==> config.mk <==
export PLATFORM = sky130hd
export DESIGN_NAME = esbl_ctrl
export DESIGN_NICKNAME = d
export VERILOG_FILES = /design/src/design/esbl_pkg.sv /design/src/design/esbl_ctrl.sv
export SDC_FILE = /design/constraint.sdc
export NUM_CORES = 1
export LEC_CHECK = 0
export BUFFER_PORTS_ARGS = -buffer_cell sky130_fd_sc_hd__buf_2
export CAP_MARGIN = 0
export CORE_AREA = 3 3 40 42
export CTS_BUF_LIST = sky130_fd_sc_hd__clkbuf_8
export DETAILED_ROUTE_END_ITERATION = 8
export DIE_AREA = 0 0 43 45
export MAX_ROUTING_LAYER = met4
export PLACE_DENSITY_LB_ADDON = 0.05
export SLEW_MARGIN = 0
export SYNTH_ARGS = -nofsm -noshare
export SYNTH_HDL_FRONTEND = slang
export SYNTH_SLANG_ARGS = --single-unit
==> constraint.sdc <==
create_clock -name clk -period 1.26 [get_ports clk]
set_input_delay 0.126 -clock clk [delete_from_list [all_inputs] [get_ports clk]]
set_output_delay 0.126 -clock clk [all_outputs]
set_load 0.05 [all_outputs]
==> src/design/esbl_pkg.sv <==
`timescale 1ns / 1ps
// ---------------------------------------------------------------------------
// Erase-scan block list builder package
// Shared widths, codes, state encoding and controller/datapath interfaces.
// ---------------------------------------------------------------------------
package esbl_pkg;

	localparam int IDX_W = 12;
	localparam int PTR_W = 13;
	localparam int CNT_W = 12;

	localparam logic [PTR_W-1:0] NONE_PTR  = 13'd4096;
	localparam logic [CNT_W-1:0] COUNT_MAX = 12'd4095;
	localparam logic [CNT_W-1:0] QUOTA_RST = 12'd4095;

	typedef enum logic [1:0] {
		VERDICT_NONE = 2'd0,
		VERDICT_FREE = 2'd1,
		VERDICT_BAD  = 2'd2,
		VERDICT_READ = 2'd3
	} verdict_t;

	typedef enum logic [1:0] {
		KIND_UNKNOWN = 2'd0,
		KIND_FREE    = 2'd1,
		KIND_BAD     = 2'd2
	} kind_t;

	typedef enum logic [2:0] {
		ST_CLEAR,
		ST_IDLE,
		ST_EXEC,
		ST_WRITE,
		ST_RDWAIT
	} state_t;

	// Commands from the controller to the datapath.
	typedef struct packed {
		logic accept;
		logic clear;
		logic exec;
		logic fin;
		logic rd_out;
	} ctrl_cmd_t;

	// Status from the datapath to the controller.
	typedef struct packed {
		logic req_read;
		logic append;
		logic clear_last;
	} dp_status_t;

endpackage

==> src/design/esbl_ctrl.sv <==
`timescale 1ns / 1ps
// ---------------------------------------------------------------------------
// Erase-scan block list builder controller
// Sequences the clearing pass, request execution and the table writes.
// ---------------------------------------------------------------------------
module esbl_ctrl (
	input  logic                clk,
	input  logic                arst_n,
	input  logic                start,
	output logic                busy,
	input  esbl_pkg::dp_status_t status,
	output esbl_pkg::ctrl_cmd_t  cmd
);
	import esbl_pkg::*;

	state_t state_q;
	state_t state_d;

	always_ff @(posedge clk or negedge arst_n) begin
		if (!arst_n) begin
			state_q <= ST_CLEAR;
		end else begin
			state_q <= state_d;
		end
	end

	always_comb begin
		state_d = state_q;
		case (state_q)
			ST_CLEAR: begin
				if (status.clear_last) state_d = ST_IDLE;
			end
			ST_IDLE, ST_WRITE, ST_RDWAIT: begin
				state_d = start ? ST_EXEC : ST_IDLE;
			end
			ST_EXEC: begin
				if (status.req_read)    state_d = ST_RDWAIT;
				else if (status.append) state_d = ST_WRITE;
				else                    state_d = ST_IDLE;
			end
			default: state_d = ST_CLEAR;
		endcase
	end

	always_comb begin
		busy       = (state_q == ST_CLEAR) || (state_q == ST_EXEC);
		cmd.accept = start && !busy;
		cmd.clear  = (state_q == ST_CLEAR);
		cmd.exec   = (state_q == ST_EXEC);
		cmd.fin    = (state_q == ST_WRITE);
		cmd.rd_out = (state_q == ST_RDWAIT);
	end

endmodule

==> results.yml, run 1 <==
critical_path:
  cp_top_family: "flip-flops"
  crit_fanout: 8
  worst_setup_path_end_kind: "output port"
  startpoint_type: "register"
  cpMaxStageDelayCell: "dfrtp_2"
  cp.required_ps: 1130
  crit_type: "reg -> out"
  max_stage_delay_ps: 460
  critPathArrivalTime_ps: 1130
  cp.buffers_inverters: 1
  path_cells: "nor2_4 -> and2_4 -> buf_8"
drt:
  wl_met3_um: 38
  drtIter0Drc: 0
  viasPerCell: 4.04
  antenna_left: 0
  top_layer: "met4"
  wl_met1_um: 221
  num_vias: 210
  detail_route.wl_per_cell_um: 9.96
  drc: 0
  drt_first_pass_iters: 1
  wl_met2_um: 242
  wl_um: 518
place:
  globalplace.congestion: 0.591
  pre_cts_ws_ps: 38.9
  dpl.hpwl_um: 408
  postPlaceCellArea_um2: 303
  io_buffers: 11
layout:
  seqCellArea_um2: 78.8
  nNetsFinal: 44
  largest_register_ffs: 3
  reg.largest.list: "state_q (3)"
  n_fill_cell: 145
  n_antenna_cell: 0
  drive_gt1_share_pct: 73.0
  finalInstanceArea_um2: 403
  multi_input_area_um2: 149
  area_delta_synth_final_pct: 85.1
  top_register: "state_q"
  post-route-util_pct: 31.4
pwr:
  p_leak_nw: 0.183
  netSwitchingFraction_pct: 47.4
  clockPowerShare_pct: 23.1
  p_total_mw: 1.16
  seq_power_share_pct: 20.9
  p_sw_mw: 0.551
  p_per_area_nw_per_um2: 2890
  comb_power_share_pct: 56.0
  p_int_mw: 0.612
  peakVddDrop_mv: 0.784
clocking:
  cts_sinks: 3
  clock_path_buffers: 2
  cts_tree: "done"
  htree_levels: 1
  root_buffer: "clkbuf_8"
  clk_pin_slew_ps: 30
  clock_latency_ps: 210
  numCtsBuffers: 3
yosys:
  synth_top_area_share_pct: 34.5
  synth_top_area_cell: "dfrtp_1"
  netlist_area_um2: 218
  ys_ff_latch: 3
  syn_inst: 21
  syn_area_per_cell_um2: 10.4
  synth_ff_type: "dfrtp_1"
  synthArstFlopShare_pct: 100
  synth_seq_area_share_pct: 34.5
  ys_types: 18
  synth-edff-count: 0
  yosys-top-cells-area: "dfrtp_1, nor4b_2, and4bb_2, nor3b_2, buf_6"
  synth_most_common_cell: "dfrtp_1"
  synth_fp_nets: 27
  netlist_top_cells_count: "dfrtp_1, nor2_1"
  ys.warnings.count: 0
sta:
  slew_violations: 0
  worst_slack_ps: 3.85
  slew_headroom_pct: 83.6
  min_period_ps: 1260
  worstMarginPinSlew_ps: 248
  rsz0062_at_grt: "yes"
  setup-violations-final: 0
  min_period_over_period_pct: 99.7
  fmax_mhz: 796
  final_hold_viol_count: 0
  skew_ps: 2.52
floorplan:
  die_w_um: 43
  fp.dieH_um: 45
  num_rows: 13
  io_pins: 12
  core_um2: 1280
  dieArea_um2: 1940
  start_util_pct: 16.9
global_routing:
  grt_usage_pct: 6.47
  antenna_found_initial: 0
  grt_max_degree: 9
  grt_pass1_wl_um: 814
  overflow: 0
  grt_pass1_vias: 181
outcome:
  status: "completed"
run:
  drv_cap: 0
worst_hold_path:
  worstHoldPathType: "in -> reg"
-- cell usage in the layout (no fill, tap or decap), types with 2 or more instances in the layout --
| master | synthesis | final |
|---|---|---|
| inv_1 | 1 | 2 |
| buf_2 | 0 | 6 |
| buf_6 | 1 | 2 |
| clkbuf_8 | 0 | 3 |
| buf_4 | 1 | 4 |
| dfrtp_2 | 0 | 3 |
-- repair_timing --
item | in CTS | in global routing
resized for setup | 9 | 3
endpoints found under the hold margin | 3 | 0
endpoints found under the setup margin | 6 | 5
hold buffers | 1 | 0
buffers inserted | 1 | 1
-- logic make-up (layout without fill, tap and decap cells) --
kind of cell / count (synthesis) / count (layout) / share of synthesized area [%]
muxes: 1 / 1 / 4.60
AOI/OAI and AO/OA: 3 / 3 / 10.3
buffers and inverters: 3 / 19 / 10.3
and+or+nand+nor: 11 / 11 / 40.2
DFF: 3 / 3 / 34.5
-- per-stage QoR --
step	TNS, ps	hold slack (ps)	cells
4_1_cts	-14.3	217	51
3_5_place_dp	0	-77.2	45
2_1_floorplan	0	-170	21
3_3_place_gp	0	-76.8	45
6_report	0	218	52
5_1_grt	-78.7	236	52
-- per-layer routing --
metal  GRT usage, %  up-vias
met5              -        -
met1           7.09       92
met4           7.23        0
li1               -      107
met2           8.38        9
met3           2.39        2
-- area by class of cell --
| class | count | share of cell area (%) |
|---|---|---|
| Tap cell | 15 | 4.66 |
| Inverter | 1 | 0.932 |
| Clock inverter | 1 | 0.932 |
| Sequential cell | 3 | 19.6 |
| Timing Repair Buffer | 14 | 26.7 |
| Clock buffer | 3 | 10.2 |
| Multi-Input combinational cell | 15 | 37.0 |
-- power groups by stage --
stage               clock network, mW  logic [mW]  registers [mW]
global route                    0.291       0.684           0.256
CTS                             0.277       0.619           0.254
detailed placement                  0       0.532           0.255
floorplan                           0       0.573           0.155
global placement                    0       0.529           0.256
finish                          0.269       0.651           0.243
-- worst paths after layout --
check / startpoint / endpoint / slack [ps] / cells after the start
worst max register to register: state_q[1] / state_q[0] / 120 / 3
worst min-delay path: start / state_q[1] / 220 / 3
worst max-delay path: state_q[2] / cmd[2] / 4 / 3
max in group asynchronous: arst_n / state_q[1] / 910 / 2
worst min register to register: state_q[2] / state_q[1] / 620 / 1
min in group asynchronous: arst_n / state_q[0] / 230 / 2
-- worst min-delay path, stage by stage --
cell     delay [ps]
buf_2           130
nand2_1          60
o21ai_0          70
Note: power is estimated with default switching activity, not from simulation.
==> run 2: changes to the inputs <==
- CTS_BUF_LIST: sky130_fd_sc_hd__clkbuf_8 -> default
==> results.yml, run 2 (same netlist as run 1, synthesis figures left out) <==
clocking:
  cts_tree: "done"
  clock_latency_ps: 230
  htree_levels: 1
  clk_pin_slew_ps: 30
  numCtsBuffers: 3
  cts_sinks: 3
  clock_path_buffers: 2
  root_buffer: "clkbuf_4"
global_routing:
  grt_pass1_wl_um: 917
  grt_pass1_vias: 204
  grt_usage_pct: 7.16
  grt_max_degree: 9
  antenna_found_initial: 0
  overflow: 0
critical_path:
  critPathArrivalTime_ps: 1150
  worst_setup_path_end_kind: "output port"
  path_cells: "nor2_4 -> and2_4 -> buf_8"
  cp.required_ps: 1130
  crit_type: "reg -> out"
  startpoint_type: "register"
  max_stage_delay_ps: 460
  crit_fanout: 8
  crit_start: "state_q[2]"
  cpMaxStageDelayCell: "dfrtp_2"
  r2r_start: "state_q[1]"
place:
  globalplace.congestion: 0.591
  dpl.hpwl_um: 408
  io_buffers: 11
  placed_cells: 45
layout:
  reg.largest.list: "state_q (3)"
  drive_gt1_share_pct: 73.7
  layout_common_cells: "buf_2, clkbuf_4, buf_6, buf_4, dfrtp_2"
  mostFrequentLayoutCell: "buf_2"
  top_register: "state_q"
  area_delta_synth_final_pct: 85.1
  n_fill_cell: 142
  nNetsFinal: 45
  final_cells: 53
  n_antenna_cell: 0
  largest_register_ffs: 3
drt:
  viasPerCell: 4.02
  wl_um: 536
  drtIter0Drc: 1
  detail_route.wl_per_cell_um: 10.1
  num_vias: 213
  drt_first_pass_iters: 2
  antenna_left: 0
  drc: 0
sta:
  skew_ps: 3.10
  worst_slack_ps: -13.1
  min_period_over_period_pct: 101
  worstMarginPinSlew_ps: 249
  rsz0062_at_grt: "yes"
  fmax_mhz: 785
  setup-violations-final: 1
  slew_violations: 0
  min_period_ps: 1270
  final_hold_viol_count: 0
  slew_headroom_pct: 83.5
pwr:
  p_leak_nw: 0.179
  p_total_mw: 1.12
  peakVddDrop_mv: 0.761
  p_per_area_nw_per_um2: 2790
floorplan:
  die_w_um: 43
  fp.dieH_um: 45
  num_rows: 13
  io_pins: 12
  dieArea_um2: 1940
  start_util_pct: 16.9
  core_um2: 1280
worst_hold_path:
  worstHoldPathType: "in -> reg"
  hold_path.startpoint: "start"
outcome:
  violations: "negative setup slack"
  status: "complete, but fails checks"
run:
  drv_cap: 0
==> run 2: worst max-delay path, delay by kind of cell (launching register included) <==
kind                   cells  cell delay, ps
buffers and inverters      1             130
and+or+nand+nor            2             320
DFF                        1             460
==> run 2: what timing repair did <==
item / CTS / global route
hold buffers: 1 / 0
hold endpoints to repair: 3 / 0
setup buffers: 3 / 0
gates resized for setup: 10 / 5
setup endpoints to repair: 6 / 6
==> run 2: metal layers <==
layer / wire (µm) / share of wire (%) / track usage (%)
met1: 214 / 40 / 7.82
met2: 271 / 51 / 9.88
met3: 34 / 6.3 / 2.39
met4: 16 / 3.0 / 7.23
met5: 0 / 0 / -
==> run 2: cell type report <==
cell class / instances / area [µm²] / area share [%]
clock buffers: 4 / 26.3 / 6.52
inverters: 1 / 3.75 / 0.932
multi-input cells: 15 / 149 / 37.0
flip-flops and latches: 3 / 78.8 / 19.6
well taps: 15 / 18.8 / 4.66
repair buffers: 15 / 126 / 31.4
==> run 2: power by group <==
group	total, mW	switching (mW)	internal [mW]
Combinational	0.719	0.406	0.314
Sequential	0.237	0.0986	0.139
Clock	0.168	0.0491	0.119
Total	1.12	0.553	0.571
==> run 2: per-stage QoR <==
stage                     setup TNS, ps  hold slack [ps]  instance area (µm²)  worst slack (ps)  utilization, %
final                             -13.1              201                  403             -13.1            31.4
after CTS                         -48.1              194                  389             -31.2            30.3
after detailed placement              0            -77.2                  303              38.9            23.6
after global placement                0            -76.8                  303              43.6            23.6
after global routing               -176              225                  403             -73.8            31.4
after floorplan                       0             -170                  248              4.41               -
==> run 2: worst paths after layout <==
path / end / slack [ps] / cells after the start
hold / removal: state_q[1] / 200 / 3
max in group asynchronous: state_q[1] / 920 / 2
setup reg to reg: state_q[0] / 130 / 3
setup / recovery: cmd[2] / -10 / 3
hold reg to reg: state_q[1] / 630 / 1
min in group asynchronous: state_q[0] / 220 / 2
